File: src/design/assert_macros.svh
// Assertion macros shared by the running median RTL.
`ifndef ASSERT_MACROS_SVH
`define ASSERT_MACROS_SVH

`ifndef SYNTHESIS
// Property must hold at every rising clock edge outside reset.
`define SWM_ASSERT(lbl, clk, rst_n, prop, msg) \
  lbl: assert property (@(posedge clk) disable iff (!rst_n) prop) else $error(msg);
// Condition must never be seen outside reset.
`define SWM_ASSERT_NEVER(lbl, clk, rst_n, cond, msg) \
  lbl: assert property (@(posedge clk) disable iff (!rst_n) !(cond)) else $error(msg);
`else
`define SWM_ASSERT(lbl, clk, rst_n, prop, msg)
`define SWM_ASSERT_NEVER(lbl, clk, rst_n, cond, msg)
`endif

`endif

File: src/design/swm_pkg.sv
// Shared constants and types of the running median filter.
`default_nettype none

package swm_pkg;

  localparam int MAX_WINDOW_DEF = 32;
  localparam int DATA_W         = 32;
  localparam int SUM_W          = 33;
  localparam int CFG_W          = 6;
  localparam int ADDR_W         = 3;
  localparam int APB_DW         = 32;

  localparam logic [CFG_W-1:0] WINDOW_SIZE_RST = 6'd3;

  // Register index, taken from paddr bit 2 (word address).
  localparam logic REG_WINDOW_SIZE = 1'b0;

  // Status a cell hands to its upper and lower neighbors.
  typedef struct packed {
    logic gt;   // cell value above the new sample, or cell empty
    logic dbl;  // departing sample sits at this cell or below
  } swm_stat_t;

endpackage

`default_nettype wire

File: src/design/swm_cell.sv
// One cell of the sorted window chain: holds one sample and its age.
`default_nettype none

module swm_cell #(
  parameter int MAX_WINDOW = swm_pkg::MAX_WINDOW_DEF,
  parameter int IDX        = 0,
  parameter int AW         = (MAX_WINDOW > 1) ? $clog2(MAX_WINDOW) : 1,
  parameter int WW         = $clog2(MAX_WINDOW + 1)
) (
  input  wire logic                             clk_i,
  input  wire logic                             load_i,
  input  wire logic signed [swm_pkg::DATA_W-1:0] sample_i,
  input  wire logic [WW-1:0]                    base_i,
  input  wire logic                             del_en_i,
  input  wire logic [AW-1:0]                    oldest_age_i,
  input  wire logic signed [swm_pkg::DATA_W-1:0] lo_val_i,
  input  wire logic [AW-1:0]                    lo_age_i,
  input  wire swm_pkg::swm_stat_t               lo_stat_i,
  input  wire logic signed [swm_pkg::DATA_W-1:0] hi_val_i,
  input  wire logic [AW-1:0]                    hi_age_i,
  input  wire swm_pkg::swm_stat_t               hi_stat_i,
  output logic signed [swm_pkg::DATA_W-1:0]     val_o,
  output logic [AW-1:0]                         age_o,
  output swm_pkg::swm_stat_t                    stat_o
);
  import swm_pkg::*;

  logic signed [DATA_W-1:0] val_q, val_d;
  logic [AW-1:0]            age_q, age_d;
  logic                     valid;
  logic                     gt;
  logic                     del;
  logic                     dbl;
  logic                     c_gt;
  logic signed [DATA_W-1:0] c_val;
  logic [AW-1:0]            c_age;
  logic                     cm_gt;
  logic signed [DATA_W-1:0] cm_val;
  logic [AW-1:0]            cm_age;

  // Local compare against the new sample and departure check
  assign valid = (32'(base_i) > IDX);
  assign gt    = !valid || (val_q > sample_i);
  assign del   = del_en_i && valid && (age_q == oldest_age_i);
  assign dbl   = lo_stat_i.dbl || del;

  // Entry seen here once the departing sample is squeezed out
  assign c_gt  = dbl ? hi_stat_i.gt : gt;
  assign c_val = dbl ? hi_val_i : val_q;
  assign c_age = dbl ? hi_age_i : age_q;

  // Entry seen one place below after the squeeze
  assign cm_gt  = lo_stat_i.dbl ? gt : lo_stat_i.gt;
  assign cm_val = lo_stat_i.dbl ? val_q : lo_val_i;
  assign cm_age = lo_stat_i.dbl ? age_q : lo_age_i;

  // Keep, shift down from above, take the new sample, or shift up from below
  always_comb begin
    if (!c_gt) begin
      val_d = c_val;
      age_d = c_age + AW'(1);
    end else if (!cm_gt) begin
      val_d = sample_i;
      age_d = '0;
    end else begin
      val_d = cm_val;
      age_d = cm_age + AW'(1);
    end
  end

  always_ff @(posedge clk_i) begin
    if (load_i) begin
      val_q <= val_d;
      age_q <= age_d;
    end
  end

  assign val_o     = val_q;
  assign age_o     = age_q;
  assign stat_o.gt = gt;
  assign stat_o.dbl = dbl;

endmodule

`default_nettype wire

File: config.mk
export PLATFORM = sky130hd
export DESIGN_NAME = swm_cell
export DESIGN_NICKNAME = d
export VERILOG_FILES = /design/src/design/assert_macros.svh /design/src/design/swm_pkg.sv /design/src/design/swm_cell.sv
export SDC_FILE = /design/constraint.sdc
export NUM_CORES = 1
export LEC_CHECK = 0
export BUFFER_PORTS_ARGS = -buffer_cell sky130_fd_sc_hd__buf_4
export CAP_MARGIN = 0
export CORE_MARGIN = 5
export CORE_UTILIZATION = 35
export DETAILED_ROUTE_END_ITERATION = 8
export GPL_TIMING_DRIVEN = 0
export PLACE_DENSITY = 0.61
export SKIP_CTS_REPAIR_TIMING = 1
export SLEW_MARGIN = 20
export SYNTH_ARGS = -nofsm -noshare
export SYNTH_HDL_FRONTEND = slang
export SYNTH_SLANG_ARGS = --single-unit
File: constraint.sdc
create_clock -name clk_i -period 5.15 [get_ports clk_i]
set_input_delay 0.2575 -clock clk_i [delete_from_list [all_inputs] [get_ports clk_i]]
set_output_delay 0.2575 -clock clk_i [all_outputs]
set_load 0.03 [all_outputs]
Word-level counts from Yosys, hierarchy flattened
Index checks and enable logic that the tools add are counted.
{ "totals": {"inputBits": 124, "latch_bits": 0, "elab_cells": 25, "out_inout_bits": 39, "mem_bits_rw": 0, "mem_count": 0, "mem_bits_ro": 0, "register_bits": 37} }
{ "op_classes": {"order_cmp": 2, "div": 0, "mul": 0, "reduce_logical": 7, "mux": 10, "n_bitwise": 0, "n_addsub": 2, "shift": 0, "n_eq_ne": 2} }
{ "op_table": {"columns": ["cell", "count"], "rows": [
  ["32-bit 2-to-1 mux", 4],
  ["32-bit greater-than comparator", 1],
  ["5-bit 2-to-1 mux", 4],
  ["5-bit by 1-bit adder with 5-bit output, second input constant", 2],
  ["6-bit by 1-bit greater-than comparator with 1-bit output, second input constant", 1],
  ["5-bit equality test", 1],
  ["3-bit inequality test, second input constant", 1],
  ["3-bit AND reduction", 1],
  ["1-bit logical AND", 2],
  ["1-bit logical OR", 2],
  ["1-bit 2-to-1 mux", 2],
  ["2-bit nonzero test", 1],
  ["1-bit zero test", 1]
]} }

Logic depth before layout (Yosys ltp)
{ "depth": {"word_depth": 7, "ltp_mapped": 12, "depth_no_buf": 12} }

Worst setup path before layout
No wires, ideal clock.
{ "synth_timing": {"path_type": "register to register", "from": "register val_q[14], in the netlist val_o[14]", "to": "register val_q[0], in the netlist val_o[0] (enable)", "setup_time_ps": 441, "slack_ps": 723, "stages_incl_launch_ff": 11, "path_buffers": 2, "arrival_time_ps": 3986, "synth_period_minus_slack_ps": 4427, "path_cell_list": "edfxtp_1 ha_1 nand4_1 or4_1 a21oi_1 o31ai_1 nand4_1 buf_4 buf_2 nand3_1 a31oi_1"} }
{ "synth_between": {"elab_chain_cells": 5} }
{ "synth_lines": {"columns": ["item", "line_no", "text"], "rows": [
  ["from (decl)", "swm_cell.sv:28", "logic signed [DATA_W-1:0] val_q, val_d;"],
  ["from (signal assigned)", "swm_cell.sv:73", "val_q <= val_d;"],
  ["32-bit greater-than comparator (*)", "swm_cell.sv:43", "assign gt = !valid || (val_q > sample_i);"],
  ["1-bit logical OR (*)", "swm_cell.sv:43", null],
  ["1-bit 2-to-1 mux (on tied branches)", "swm_cell.sv:48, swm_cell.sv:53", null],
  ["3-bit inequality test (no line) or 2-bit nonzero test (tied branches)", null, null],
  ["3-bit AND reduction (no line) (*)", null, null]
]} }
Mark *: on every way between the ends. The rest lies on a longest branch, timed or not.
A chain may end at the register's enable or synchronous reset.

Worst setup path in the final report
{ "layout_timing": {"from": "register val_q[31], in the netlist val_o[31]", "to": "register val_q[11], in the netlist val_o[11] (enable)"} }
The elaborated chain is that of the path after synthesis.

==> metrics.md <==
| Metric | Value |
|---|---|
| Clock sink total | `37` |
| Final Instance Count excl. Fillers | `699` |
| Mean post-synth cell area | `between 9 and 10 µm²` |
| Via count | `between 4000 and 5000` |
| Post-synthesis xor/xnor area fraction | `between 2 and 3%` |
| CP max FO | `19` |
| Num rows | `37` |
| Routed wire length | `~13 mm` |
| Clock slew seen by the registers of the worst setup and hold paths | `0.08 ns` |
| Initial antenna violation count | `0` |
| Yosys reg bits | `37` |
| Final Hold Viols | `0` |
| Largest net degree at the start of global routing | `20` |
| Synth cell types | `45` |
| Wire per inst | `19.04 µm` |
| Largest family of logic cells by synthesized area | `compound AO/OA/AOI/OAI gates` |
| Starting Density | `a little over a third` |
| Cell mode on critical path | `nand4_1` |
| Worst path buffer plus inverter count | `3` |
| Max-slew violation count | `0` |
| First-pass GRT wire length | `around 21 mm` |
| Startpoint types | `register` |
| Global route overflow | `0` |
| Number of port buffers | `~160` |
| DR pass1 iterations | `5` |
| Arr. time, crit path | `about 3.9 ns` |
| CTS Buffer Depth | `2` |
| Die width | `111.9 µm` |
| Inst Count DP | `692` |
| Mapped cell area | `around 0.0036 mm²` |
| H-tree Lvls | `2` |
| Crit path kind | `register to register` |
| Cell family with most CP delay | `simple AND/OR/NAND/NOR gates` |
| Layout Utilization | `about half` |
| Final GP Congestion | `between 0.7 and 0.8` |
| Syn Nets | `around 550` |
| Max-capacitance violation count | `0` |
| Slew headroom | `54.19%` |
| Die area | `between 0.01 and 0.015 mm²` |
| FMAX | `between 0.2 and 0.3 GHz` |
| Antenna fix cells | `0` |
| Post-synth ARST share | `0%` |
| Main synth FF type | `edfxtp_1` |
| Fin Hold WS | `0.2298 ns` |
| EDFF count, synth | `37` |
| Mapped Cells | `396` |
| Root Buffer Master | `clkbuf_8` |
| Final period util | `approximately three quarters` |
| Max rail drop VDD | `128.3 µV` |
| Later-pin clock latency in the skew report | `approximately 0.29 ns` |
| Adder-cell share of the synthesized area | `between 10% and 20%` |
| Hold Crit Class | `input pin to register` |
| Clock skew | `just under 0.01 ns` |
| Initial DRC Count | `320` |
| Worst R2R Path Depth | `10` |
| Compound-gate portion of the synthesized area | `around 34%` |
| Worst path depth | `10` |
| Slowest-stage cell, CP | `nor4_1` |
| # IOs | `between 150 and 200` |
| CTS tree | `built` |
| Slew @ Worst Pin | `0.6809 ns` |
| Setup-failing EPs final | `0` |
| CP Capture Type | `register` |
| CP Cell Sequence | `ha_1 -> nand4_1 -> nor4_1 -> o31ai_1 -> nand4_1 -> buf_4 -> buf_2 -> nand3_1 -> a31oi_4 -> buf_16` |
| Power Density | `~300 mW/mm²` |
| RSZ-0062 raised after global routing | `no` |
| TritonCTS Buffers | `5` |
| Drt drc | `0` |
| Leak Pwr | `2.258 nW` |
| WHS Path Cells | `1` |
| Via density | `between 5 and 6` |
| Number of global-route vias before repair | `4166` |
| Register area share after synthesis | `30.59%` |
| Hpwl dp | `10.19 mm` |
| Core footprint | `0.01023 mm²` |
| Ys Warns | `0` |
| Pwr Total | `between 1.5 and 2 mW` |
| Post-synthesis mux area share | `roughly 2.2%` |
| Final nets | `721` |
| Total GRT Usage | `between 20% and 30%` |
| Outcome | `finished, final reports clean` |
| Final antenna-violating net count | `0` |
| Simple-Gate Fraction of Synth Area | `8.577%` |
| Area Overhead vs Synth | `40.82%` |
| Largest stage delay on the critical path | `slightly below 0.6 ns` |
| Die H | `approximately 110 µm` |
| Tmin final | `approximately 3.9 ns` |
| Share of cells above drive strength 1 | `between 30% and 40%` |
| Critical Path RT | `5.15 ns` |
cell usage after synthesis, drive strengths merged (3+ instances only):
library cell | number | area (µm²)
nand3 | 12 | 60.06
edfxtp | 37 | 1111
and3 | 3 | 18.77
inv | 40 | 150.1
nor2 | 5 | 18.77
nand2 | 7 | 28.78
o31ai | 34 | 255.2
ha | 34 | 425.4
a31o | 5 | 43.79
a21oi | 15 | 75.07
a31oi | 70 | 437.9
buf | 20 | 128.9
xnor2 | 5 | 43.79
clkbuf | 23 | 86.33
nor4 | 4 | 37.53
mux2i | 7 | 70.07
nand4 | 9 | 56.30
o2111ai | 32 | 280.3
xor2 | 7 | 61.31
flip-flops by register name (all words and copies together) (netlist names):
name and flops:
val_o 32, age_o 5
metal layers:
metal | wire, µm | global-route usage (%) | vias up | part of all wire, %
met4 | 197 | 6.083 | 0 | 1.5
met1 | 5813 | 25.73 | 1894 | 44
met3 | 781 | 3.315 | 18 | 5.9
met5 | 0 | 0 | - | 0
li1 | - | - | 1943 | -
met2 | 6517 | 35.09 | 173 | 49
final cells by class:
class | instances | area [µm²]
Buffer | 43 | 215.2
Clock buffer | 6 | 72.57
Clock inverter | 1 | 3.754
Fill cell | 1006 | 5116
Inverter | 40 | 150.1
Multi-Input combinational cell | 276 | 2171
Sequential cell | 37 | 1111
Tap cell | 136 | 170.2
Timing Repair Buffer | 160 | 1221
cell usage in the layout (no fill, tap or decap), drive strengths merged, types with 2 or more instances in the layout:
cell       n
a211oi     2
o21ai      2
ha        34
nor3       2
a31oi     70
edfxtp    37
and3       3
a21o       2
nor2       5
nand4      9
o2111ai   32
a31o       5
a21oi     15
nor4       4
mux2i      7
and4       2
o31ai     34
nor3b      2
xnor2      5
inv       40
clkbuf    29
nand2      7
buf      180
xor2       7
nand3     12
o31a       2
power breakdown:
group | switching [mW] | leakage [nW] | internal (mW)
logic | 0.507 | 1.87 | 0.359
clock network | 0.114 | 0.0387 | 0.0917
registers | 0.0477 | 0.353 | 0.432
total | 0.669 | 2.26 | 0.883
worst paths after layout:
kind                                start   endpoint  slack, ns
worst max register to register  val_o[31]  val_o[11]       1.27
worst max-delay path            val_o[31]  val_o[11]       1.27
worst min-delay path               load_i   age_o[1]       0.23
worst min register to register   age_o[0]   age_o[0]       0.92
cells by family (layout without fill, tap and decap cells):
family	count (synthesis)	in the layout
compound gates	171	171
buf+inv	83	250
simple gates	51	51
flops	37	37
fa+ha+maj	34	34
xor+xnor	12	12
mux	8	8
stage by stage:
step	area [µm²]	TNS (ns)	setup WS, ns
2_1_floorplan	3632	0	0.7228
3_3_place_gp	4996	-25.35	-0.7934
3_5_place_dp	5039	0	1.244
4_1_cts	5115	0	1.208
5_1_grt	5115	0	0.9163
6_report	5115	0	1.268
Note: power is estimated with default switching activity, not from simulation.
