<file path="config.mk">
export PLATFORM = sky130hd
export DESIGN_NAME = swm_tap
export DESIGN_NICKNAME = d
export VERILOG_FILES = /design/src/design/assert_macros.svh /design/src/design/swm_pkg.sv /design/src/design/swm_tap.sv
export SDC_FILE = /design/constraint.sdc
export NUM_CORES = 1
export LEC_CHECK = 0
export BUFFER_PORTS_ARGS = -buffer_cell sky130_fd_sc_hd__buf_2
export CAP_MARGIN = 30
export CELL_PAD_IN_SITES_DETAIL_PLACEMENT = 1
export CELL_PAD_IN_SITES_GLOBAL_PLACEMENT = 1
export CORE_AREA = 4 4 417 419
export DETAILED_ROUTE_END_ITERATION = 12
export DIE_AREA = 0 0 421 423
export PLACE_DENSITY = 0.42
export SETUP_SLACK_MARGIN = 0.2
export SLEW_MARGIN = 40
export SYNTH_ARGS = -nofsm -noshare
export SYNTH_HDL_FRONTEND = slang
export SYNTH_SLANG_ARGS = --single-unit
</file>
<file path="constraint.sdc">
create_clock -name clk_i -period 0.83 [get_ports clk_i]
set_input_delay 0.083 -clock clk_i [delete_from_list [all_inputs] [get_ports clk_i]]
set_output_delay 0.083 -clock clk_i [all_outputs]
set_load 0.02 [all_outputs]
</file>
<file path="src/design/assert_macros.svh">
// Assertion macros shared by the running median RTL.
`ifndef ASSERT_MACROS_SVH
`define ASSERT_MACROS_SVH

`ifndef SYNTHESIS
// Property must hold at every rising clock edge outside reset.
`define SWM_ASSERT(lbl, clk, rst_n, prop, msg) \
  lbl: assert property (@(posedge clk) disable iff (!rst_n) prop) else $error(msg);
// Condition must never be seen outside reset.
`define SWM_ASSERT_NEVER(lbl, clk, rst_n, cond, msg) \
  lbl: assert property (@(posedge clk) disable iff (!rst_n) !(cond)) else $error(msg);
`else
`define SWM_ASSERT(lbl, clk, rst_n, prop, msg)
`define SWM_ASSERT_NEVER(lbl, clk, rst_n, cond, msg)
`endif

`endif

</file>
<file path="src/design/swm_pkg.sv">
// Shared constants and types of the running median filter.
`default_nettype none

package swm_pkg;

  localparam int MAX_WINDOW_DEF = 32;
  localparam int DATA_W         = 32;
  localparam int SUM_W          = 33;
  localparam int CFG_W          = 6;
  localparam int ADDR_W         = 3;
  localparam int APB_DW         = 32;

  localparam logic [CFG_W-1:0] WINDOW_SIZE_RST = 6'd3;

  // Register index, taken from paddr bit 2 (word address).
  localparam logic REG_WINDOW_SIZE = 1'b0;

  // Status a cell hands to its upper and lower neighbors.
  typedef struct packed {
    logic gt;   // cell value above the new sample, or cell empty
    logic dbl;  // departing sample sits at this cell or below
  } swm_stat_t;

endpackage

`default_nettype wire

</file>
<file path="src/design/swm_tap.sv">
// Middle-entry tap, median sum and output register of the median filter.
`default_nettype none

module swm_tap #(
  parameter int MAX_WINDOW = swm_pkg::MAX_WINDOW_DEF,
  parameter int AW         = (MAX_WINDOW > 1) ? $clog2(MAX_WINDOW) : 1,
  parameter int WW         = $clog2(MAX_WINDOW + 1)
) (
  input  wire logic                              clk_i,
  input  wire logic                              rst_ni,
  input  wire logic                              take_i,
  input  wire logic [WW-1:0]                     win_i,
  input  wire logic signed [swm_pkg::DATA_W-1:0] vals_i [MAX_WINDOW],
  input  wire logic                              out_stall_i,
  output logic                                   out_valid_o,
  output logic signed [swm_pkg::SUM_W-1:0]       median_doubled_o
);
  import swm_pkg::*;

  logic [WW-1:0]           lo_pos;
  logic [WW-1:0]           hi_pos;
  logic [AW-1:0]           lo_idx;
  logic [AW-1:0]           hi_idx;
  logic signed [SUM_W-1:0] sum;
  logic                    valid_q, valid_d;
  logic signed [SUM_W-1:0] med_q;

  // Odd window: both taps hit the middle; even: the two middle entries
  assign lo_pos = (win_i - WW'(1)) >> 1;
  assign hi_pos = win_i >> 1;
  assign lo_idx = AW'(lo_pos);
  assign hi_idx = AW'(hi_pos);
  assign sum    = SUM_W'(vals_i[lo_idx]) + SUM_W'(vals_i[hi_idx]);

  // Output register: loads when free or being drained
  assign valid_d = take_i || (valid_q && out_stall_i);

  always_ff @(posedge clk_i or negedge rst_ni) begin
    if (!rst_ni) begin
      valid_q <= 1'b0;
    end else begin
      valid_q <= valid_d;
    end
  end

  always_ff @(posedge clk_i) begin
    if (take_i) begin
      med_q <= sum;
    end
  end

  assign out_valid_o      = valid_q;
  assign median_doubled_o = med_q;

endmodule

`default_nettype wire

</file>
* Yosys cells after proc, flatten, opt, wreduce, memory -nomap -nowiden
Index checks and enable logic that the tools add are counted.
** Word-level totals
- Register bits :: 34
- Output and inout bits :: 34
** Cells by class
- Order comparisons :: 2
- Add/sub/neg operators :: 2
- Reduce and logical (&&, ||, !) cells :: 2
- Muxes and demuxes :: 6
- Bitwise operators :: 2
** Operator list (number)
- $bmux W32 S5 :: 2
- $mux W32 :: 4
- $add A32 B32 Y33 :: 1
- $ge A6 B6 Y1 const B :: 2
- $not A5 Y6 :: 2
- $sub A6 B1 Y6 const B :: 1
- $logic_and A1 B1 Y1 :: 1
- $logic_or A1 B1 Y1 :: 1

* Logic depth before layout (Yosys ltp)
Gate-level depths: netlist (run 1).
- Depth after elaboration :: 6
- Mapped depth :: 20
- Gate-level depth less buffers :: 15

* Worst setup path after synthesis (run 1)
OpenSTA, ideal clock, no wires.
- Path kind :: input to register
- From :: in win_i[1]
- To :: reg med_q[20], in the netlist median_doubled_o[20], data pin
- Slack :: -4.449 ns
- Stages on the path :: 20
- Arrival :: 5.014 ns
- Path through :: buf_2 -> buf_4 -> buf_2 -> inv_1 -> ha_1 -> xor2_2 -> buf_6 -> buf_2 -> mux4_2 -> mux4_2 -> nand2_1 -> nand2_1 -> ha_1 -> fa_1 -> a21o_1 -> a221oi_1 -> nor4_1 -> o21ai_0 -> o221ai_1 -> xor2_1
** Between the ends
- Longest elaborated chain between the ends :: 6
- Elaborated cells on any way between the ends :: 10
** RTL lines
- start, declared :: RTL line swm_tap.sv:12 : input wire logic [WW-1:0] win_i,
- $sub A6 B1 Y6 :: RTL line swm_tap.sv:29 : assign lo_pos = (win_i - WW'(1)) >> 1;
- $not A5 Y6 (implied by the code) :: RTL line swm_tap.sv:33 : assign sum = SUM_W'(vals_i[lo_idx]) + SUM_W'(vals_i[hi_idx]);
- $bmux W32 S5 :: RTL line swm_tap.sv:33
- $mux W32 (implied by the code) (2 in series) :: RTL line swm_tap.sv:33
- $add A32 B32 Y33 (*) :: RTL line swm_tap.sv:33
- via sum[20] :: RTL line swm_tap.sv:24 : logic signed [SUM_W-1:0] sum;
- end signal, assigned :: RTL line swm_tap.sv:48 : med_q <= sum;
- end, declared :: RTL line swm_tap.sv:26 : logic signed [SUM_W-1:0] med_q;
The timed path passes the listed nets; every way through them passes the cells marked *. The select of a mux whose other input is x is not followed.
A chain may end at the register's enable or synchronous reset.

* Final worst setup path (run 1)
- From :: in win_i[1]
- To :: reg med_q[18], in the netlist median_doubled_o[18], data pin
The elaborated chain is that of the path after synthesis.

==> implementation parameters, run 1 <==
Parameter                              Value

Run status
  Status    complete, but fails checks
  Failing checks    negative hold slack, negative setup slack

Final layout
  Share of post-route cells with drive strength above 1    0.8927
  Layout area overhead    67.25%
  Finished layout cell area    approximately 0.031 mm2
  Filler cell count in the final layout    19440
  Area of combinational cells with multiple inputs    about 0.018 mm2
  Non-filler cells in the finished layout    4772
  Register Area    0.001017 mm2
  Core utilization of the finished layout    0.1837
  Net total in the final layout    3556

Global routing
  Number of antenna violations at the first check in global routing    92
  Global router's overall resource usage    0.1645
  Number of global-route vias before repair    22550
  Pin count of the biggest net entering global routing    44
  Global-route wire length before repair    204100 um
  Global route total overflow    0

Yosys
  Post-synthesis cell area    0.01873 mm2
  Count of different cell masters after synthesis    55
  Dominant combinational cell family by area after synthesis    multiplexers
  Synthesized flop and latch total    34
  Syn nets    2284
  Arithmetic-cell share of the synthesized area counting full adders, half adders and majority gates    0.02311
  Synth Warn #    0
  Count of flip-flops with a built-in enable after synthesis    33
  Compound-Gate Fraction of Synth Area    0.03600
  Gate count after technology mapping    1216
  Most frequently used flop master after synthesis    sky130_fd_sc_hd__edfxtp_1
  Async SR Flop Fraction    0.02941
  Average cell area after synthesis    15.41 um2
  Xor/xnor share of the synthesized area    0.01576
  Share of cell area taken by muxes after synthesis    0.7887
  Simple-Gate Fraction of Synth Area    0.04128
  Share of synthesized area occupied by flip-flops and latches    0.05423

STA
  Final Max Slew Viols    0
  Total negative slack    -104.10 ns
  Achievable Freq    approximately 240 MHz
  Unrepaired setup endpoints after global routing    true
  Headroom to the max-slew limit    0.5032
  Final setup skew    0 ns
  Actual transition at the worst max-transition pin    0.7452 ns
  Count of final hold-check violations    1
  Tmin final    4.208 ns
  Hold_ws    -0.03420 ns
  Share of the clock period used by the worst path    5.070
  Setup violators final    67
  Final critical-path setup slack    -3.378 ns

Critical path
  Most numerous cell on the critical path    sky130_fd_sc_hd__buf_12
  Data required time at the worst endpoint    1.04 ns
  Critical path type    input port to flip-flop
  Worst Reg-to-Reg Cells    1
  Crit path arrival time    4.41 ns
  CP max-delay cell    sky130_fd_sc_hd__mux4_2
  Cell family with most CP delay    buffers and inverters
  CP Capture Type    flip-flop
  Largest fanout of any net on the critical path    5
  Number of cells on the critical path    22
  Cell chain of the critical path    buf_8 -> inv_4 -> ha_4 -> xor2_4 -> buf_12 -> buf_12 -> buf_16 -> buf_6 -> mux4_2 -> mux4_2 -> nand2_2 -> nand2_4 -> buf_6 -> fa_2 -> a21o_1 -> a221oi_4 -> buf_12 -> nor4_4 -> o211ai_1 -> buf_4 -> or4b_4 -> nand3_2
  CP bufs+invs    9
  Startpoint type of the worst setup path    input port
  Critical path's largest stage delay    approximately 0.57 ns

Place
  Post-placement worst setup slack    -4.156 ns
  Half-perimeter wire length after detailed placement    134500 um
  Instance area after placement    0.02925 mm2
  Placed cell count    4659
  Final RePlAce weighted congestion    around 0.94
  Number of input and output port buffers inserted    1067

Die
  Die Height    423 um
  I/O pin count    1068
  Initial core utilization    0.1098
  Horizontal die dimension    421 um
  Site Rows    about 150
  Total die area    between 0.15 and 0.2 mm2
  Area of the placeable core    0.1706 mm2

Route
  Vias per Instance    4.393
  WL per Instance    32.12 um
  DRC violation total after the first TritonRoute iteration    around 1700
  1st-pass router iterations    5
  Via count of the routed design    20960
  Final ANT Viol Nets    0
  Post-route DRC    0
  Routed wire length    about 150000 um

Clocking
  Worst skew pair latency    0.31 ns
  Clock Tree Root    sky130_fd_sc_hd__clkbuf_16
  Clock-pin slew on the worst setup and hold paths    0.09 ns
  Maximum count of clock buffers along a single path    2
  Clock tree from TritonCTS    done
  H-Tree Depth    2
  Number of hold buffers added after cts    1
  Total number of clock tree sinks    34
  Number of clock buffers inserted by TritonCTS    5

Pwr
  Overall power of the completed layout    between 40 and 50 mW
  Leakage dissipation    12.22 nW
  Max IR drop VDD    795.3 uV
  Pwr per Cell Area    1356 mW/mm2

Min path
  Hold crit path type    input port to flip-flop
  Count of cells along the worst hold path    2

Flow run
  Number of max-capacitance violations reported    0
[registers in the layout, indices dropped and copies added, names as in the netlist]
signal            cells
median_doubled_o     33
out_valid_o           1
[layer usage]
layer	vias to the layer above	wire length, um	GRT usage
met5	-	201	0
met1	11300	60550	0.2029
li1	8329	-	-
met4	30	4052	0.03270
met2	1115	78250	0.2949
met3	186	10230	0.03511
[cell type report]
class / instances / share of cell area
diodes: 50 / 0.003994
clock inverters: 2 / 0.0002796
repair buffers: 1424 / 0.3008
multi-input cells: 1017 / 0.5683
inverters: 6 / 0.0008786
well taps: 2233 / 0.08918
flip-flops and latches: 34 / 0.03247
clock buffers: 6 / 0.004113
[worst paths after layout]
path / from / endpoint / slack [ns]
worst max register to register: out_valid_o / out_valid_o / 0.16
min in group asynchronous: rst_ni / out_valid_o / 0.07
worst min-delay path: out_stall_i / out_valid_o / -0.03
max in group asynchronous: rst_ni / out_valid_o / 0.67
worst min register to register: out_valid_o / out_valid_o / 0.50
worst max-delay path: win_i[1] / median_doubled_o[18] / -3.38
[layout by cell type (no fill, tap or decap), drive strengths merged, types with 2 or more instances in the layout]
cell	netlist	routed
o31ai	3	3
mux2	32	32
a2111oi	2	2
nor3	5	5
o21bai	5	5
o211ai	6	6
xor2	15	15
nor2	12	12
nor4	2	2
ha	33	33
and4	2	2
xnor2	17	17
a221oi	6	6
a21boi	2	2
and2	7	7
buf	80	1422
nor2b	2	2
nand3	8	8
mux4	640	640
edfxtp	33	33
nand4	5	5
a211oi	2	2
nand2	122	122
clkbuf	79	6
inv	6	6
o21a	4	4
clkinv	0	2
o21ai	20	20
a21o	10	10
and3	3	3
a41oi	2	2
diode	0	50
a21oi	33	33
[Yosys cell counts (all sizes together) (2+ instances only)]
cell type  count  area [um2]
o21bai         5       37.54
o211ai         6       45.04
a41oi          2       17.52
nor3           5       36.29
buf           80       447.9
and2           7       43.79
a21oi         33       165.2
a2111oi        2       17.52
o21a           4       30.03
a221oi         6       52.55
o21ai         20       100.1
o31ai          3       22.52
mux2          32       360.4
edfxtp        33       991.0
nor4           2       12.51
and4           2       17.52
nor2          12       45.04
a211oi         2       15.01
a21o          10       75.07
ha            33       412.9
nand3          8       40.04
nand2        122       457.9
a21boi         2       15.01
xor2          15       138.9
nor2b          2       12.51
inv            6       22.52
xnor2         17       156.4
nand4          5       31.28
mux4         640       14410
clkbuf        79       296.5
and3           3       18.77
[what timing repair did]
action                                  CTS  global route
gates resized for setup                 224            41
pin swaps                                49            27
buffers inserted                         30            17
hold endpoints to repair                  2             1
endpoints found under the setup margin   68            68
gates cloned                              7             0
[logic make-up (layout without fill, tap and decap cells)]
family,count (synthesis),in the layout
other,0,50
AOI/OAI and AO/OA,104,104
xor gates and xnor gates,32,32
adders and majority gates,34,34
muxes,672,672
and+or+nand+nor,175,175
buffers and inverters,165,1438
DFF,34,34
[power by group]
part	internal, mW	switching (mW)
registers	3.17	0.656
clock network	1.11	1.10
logic	19.2	17.2
total	23.5	18.9
Note: power is estimated with default switching activity, not from simulation.
==> run 2: changes to the inputs <==
Settings changed: CELL_PAD_IN_SITES_DETAIL_PLACEMENT 1 to unset, CELL_PAD_IN_SITES_GLOBAL_PLACEMENT 1 to unset, CORE_AREA 4 4 417 419 to 4 4 411 413, DIE_AREA 0 0 421 423 to 0 0 415 417, GPL_ROUTABILITY_DRIVEN set to 0, PLACE_DENSITY 0.42 to 0.37.
==> run 2 against run 1 <==
The run still ends with negative hold slack, negative setup slack left. Cell count shrank 1.9%. Hold slack got worse by 0.010 ns. Non-clock buffer count fell by 41. First-iteration DRC count increased by 2.2%. Via count barely moved.
==> implementation parameters, run 2 (synthesis results as in run 1) <==
Parameter                              Value

Run status
  Status    complete, but fails checks
  Failing checks    negative hold slack, negative setup slack

Clocking
  H-Tree Depth    2 (unchanged)
  Clock tree from TritonCTS    done
  Number of clock buffers inserted by TritonCTS    5 (unchanged)
  Number of hold buffers added after cts    1 (unchanged)
  Maximum count of clock buffers along a single path    2 (unchanged)
  Clock Tree Root    sky130_fd_sc_hd__clkbuf_16
  Worst skew pair latency    0.33 ns (+0.02 ns)
  Clock-pin slew on the worst setup and hold paths    0.07 ns (-0.02 ns)
  Total number of clock tree sinks    34 (unchanged)

STA
  Final Max Slew Viols    0 (unchanged)
  Headroom to the max-slew limit    0.6622 (+0.1590)
  Final critical-path setup slack    -3.202 ns (+0.1764 ns)
  Setup violators final    67 (unchanged)
  Unrepaired setup endpoints after global routing    true
  Count of final hold-check violations    1 (unchanged)
  Tmin final    4.032 ns (-0.1764 ns)
  Total negative slack    -99.05 ns (+5.045 ns)
  Share of the clock period used by the worst path    4.858 (-0.2125)
  Achievable Freq    248.0 MHz (+4.4%)
  Final setup skew    0 ns (unchanged)
  Actual transition at the worst max-transition pin    0.5028 ns (-0.2424 ns)
  Hold_ws    -0.04422 ns (-0.01003 ns)

Final layout
  Most common library cell in the layout ignoring fill and taps    sky130_fd_sc_hd__buf_2
  Layout area overhead    65.36%
  Share of post-route cells with drive strength above 1    0.8877 (-0.005065)
  Largest register FFs    33 (unchanged)
  Net total in the final layout    3515 (-1.2%)
  Most used cells in the layout excluding fill and tap cells    1027 x sky130_fd_sc_hd__buf_2, 640 x sky130_fd_sc_hd__mux4_2, 221 x sky130_fd_sc_hd__buf_4
  Finished layout cell area    0.03098 mm2 (-1.1%)

Critical path
  Critical R2R Launch    out_valid_o
  Critical path's largest stage delay    0.59 ns (+0.02 ns)
  Cell chain of the critical path    buf_12 -> inv_6 -> ha_4 -> xor2_4 -> buf_12 -> buf_16 -> buf_4 -> mux4_2 -> mux4_2 -> nand2_1 -> nand2_1 -> ha_4 -> a21oi_1 -> o21ai_1 -> or4_4 -> o21ai_2 -> buf_6 -> o221ai_2 -> xor2_1
  Reg-to-reg slack, setup    0.04 ns (-0.12 ns)
  RR Endpoint    out_valid_o
  Startpoint type of the worst setup path    input port
  CP max-delay cell    sky130_fd_sc_hd__or4_4
  Largest fanout of any net on the critical path    7 (+2)
  Worst Reg-to-Reg Cells    2 (+1)
  Critical path type    input port to flip-flop
  CP Capture Type    flip-flop
  Crit path arrival time    4.10 ns (-0.31 ns)
  Data required time at the worst endpoint    0.89 ns (-0.15 ns)

Min path
  Hold crit path type    input port to flip-flop
  Worst Min Path Start    out_stall_i
  Hold EP    out_valid_o
  Count of cells along the worst hold path    2 (unchanged)

Global routing
  Pin count of the biggest net entering global routing    68 (+55%)
  Number of global-route vias before repair    22050 (-2.2%)
  Number of antenna violations at the first check in global routing    124 (+35%)
  Global router's overall resource usage    0.1635 (-0.001015)
  Global-route wire length before repair    196700 um (-3.6%)
  Global route total overflow    0 (unchanged)

Die
  Horizontal die dimension    415 um (-1.4%)
  Site Rows    149 (-2.0%)
  Total die area    0.1731 mm2 (-2.8%)
  I/O pin count    1068 (unchanged)
  Initial core utilization    0.1137 (+0.003858)
  Area of the placeable core    0.1648 mm2 (-3.4%)
  Die Height    417 um (-1.4%)

Route
  WL per Instance    31.77 um (-1.1%)
  Routed wire length    148600 um (-3.0%)
  Vias per Instance    4.480 (+2.0%)
  Final ANT Viol Nets    0 (unchanged)
  Post-route DRC    0 (unchanged)
  Via count of the routed design    20960 (-0.0095%)
  DRC violation total after the first TritonRoute iteration    1781 (+2.2%)
  1st-pass router iterations    5 (unchanged)

Pwr
  Switching part of the total power    0.4420 (-0.004145)
  Seq pwr share    0.090 (about the same)
  Switching power    18.20 mW (-3.9%)
  Combinational share of power    0.855 (-0.003)
  Leakage dissipation    12.05 nW (-1.3%)
  Pint    22.98 mW (-2.3%)
  Power share of the clock group    0.055 (+0.003)
  Pwr per Cell Area    1330 mW/mm2 (-1.9%)
  Max IR drop VDD    898.1 uV (+13%)

Place
  Number of input and output port buffers inserted    1067 (unchanged)
  Instance area after placement    0.02890 mm2 (-1.2%)
  Half-perimeter wire length after detailed placement    128900 um (-4.1%)
  Post-placement worst setup slack    -4.065 ns (+0.09140 ns)

Flow run
  Number of max-capacitance violations reported    0 (unchanged)
-- run 2: cell count changes in the layout (fill, tap and decap cells not counted), moves of 4 or more --
| cell | previous run | this run |
|---|---|---|
| sky130_fd_sc_hd__buf_4 | 252 | 221 |
| sky130_fd_sc_hd__buf_8 | 7 | 1 |
| sky130_fd_sc_hd__nand2_2 | 25 | 19 |
| sky130_fd_sc_hd__nand2_1 | 94 | 101 |
| sky130_fd_sc_hd__buf_6 | 64 | 53 |
| sky130_fd_sc_hd__bufbuf_16 | 1 | 5 |
| sky130_fd_sc_hd__diode_2 | 50 | 42 |
-- run 2: what timing repair did --
action,in CTS,in global routing
hold endpoints to repair,2,1
pin swaps,27,19
cloned,9,0
setup endpoints to repair,68,68
buffers inserted,32,8
gates resized for setup,212,32
-- run 2: how the worst max path moves through the flow --
stage | from | end | slack, ns | cells past startpoint
2_1_floorplan | win_i[1] | median_doubled_o[18] | -3.49 | 20
3_3_place_gp | win_i[0] | median_doubled_o[31] | -4.13 | 20
3_5_place_dp | win_i[0] | median_doubled_o[31] | -4.06 | 20
4_1_cts | win_i[1] | median_doubled_o[18] | -3.23 | 20
5_1_grt | win_i[1] | median_doubled_o[18] | -3.39 | 20
6_report | win_i[1] | median_doubled_o[20] | -3.20 | 19
-- run 2: cell type report --
type	count	area [um2]
fill	18080	133800
clock inverter	3	21.27
tap	2189	2739
clock buffer	5	125.1
antenna	42	105.1
inverter	6	30.03
sequential	34	1017
timing repair buffer	1383	9190
multi-input combinational	1017	17750
-- run 2: power groups by stage --
stage	Sequential, mW	Clock (mW)	Combinational [mW]
floorplan	4.45	0	15.5
global placement	3.58	0	31.3
detailed placement	3.56	0	31.2
CTS	3.76	2.56	35.3
global route	3.80	2.54	37.6
finish	3.72	2.25	35.2
-- run 2: metal layers --
metal,part of all wire,up-vias,track usage
met3,0.072,248,0.03873
met5,0.0021,-,0
met2,0.51,1309,0.2892
met4,0.027,52,0.03791
li1,-,8243,-
met1,0.39,11110,0.2005
-- run 2: worst max-delay path, delay by kind of cell --
family / cells / cell delay (ns)
mux: 2 / 0.98
buf+inv: 6 / 0.83
simple gates: 3 / 0.81
compound gates: 4 / 0.55
fa+ha+maj: 2 / 0.42
xor+xnor: 2 / 0.33
-- run 2: per-stage QoR --
step,util,total power [mW],instances
after global routing,0.1876,43.98,4657
after floorplan,-,19.92,1216
after CTS,0.1861,41.64,4629
after detailed placement,0.1754,34.76,4579
final,0.1880,41.18,4679
after global placement,0.1754,34.84,4579
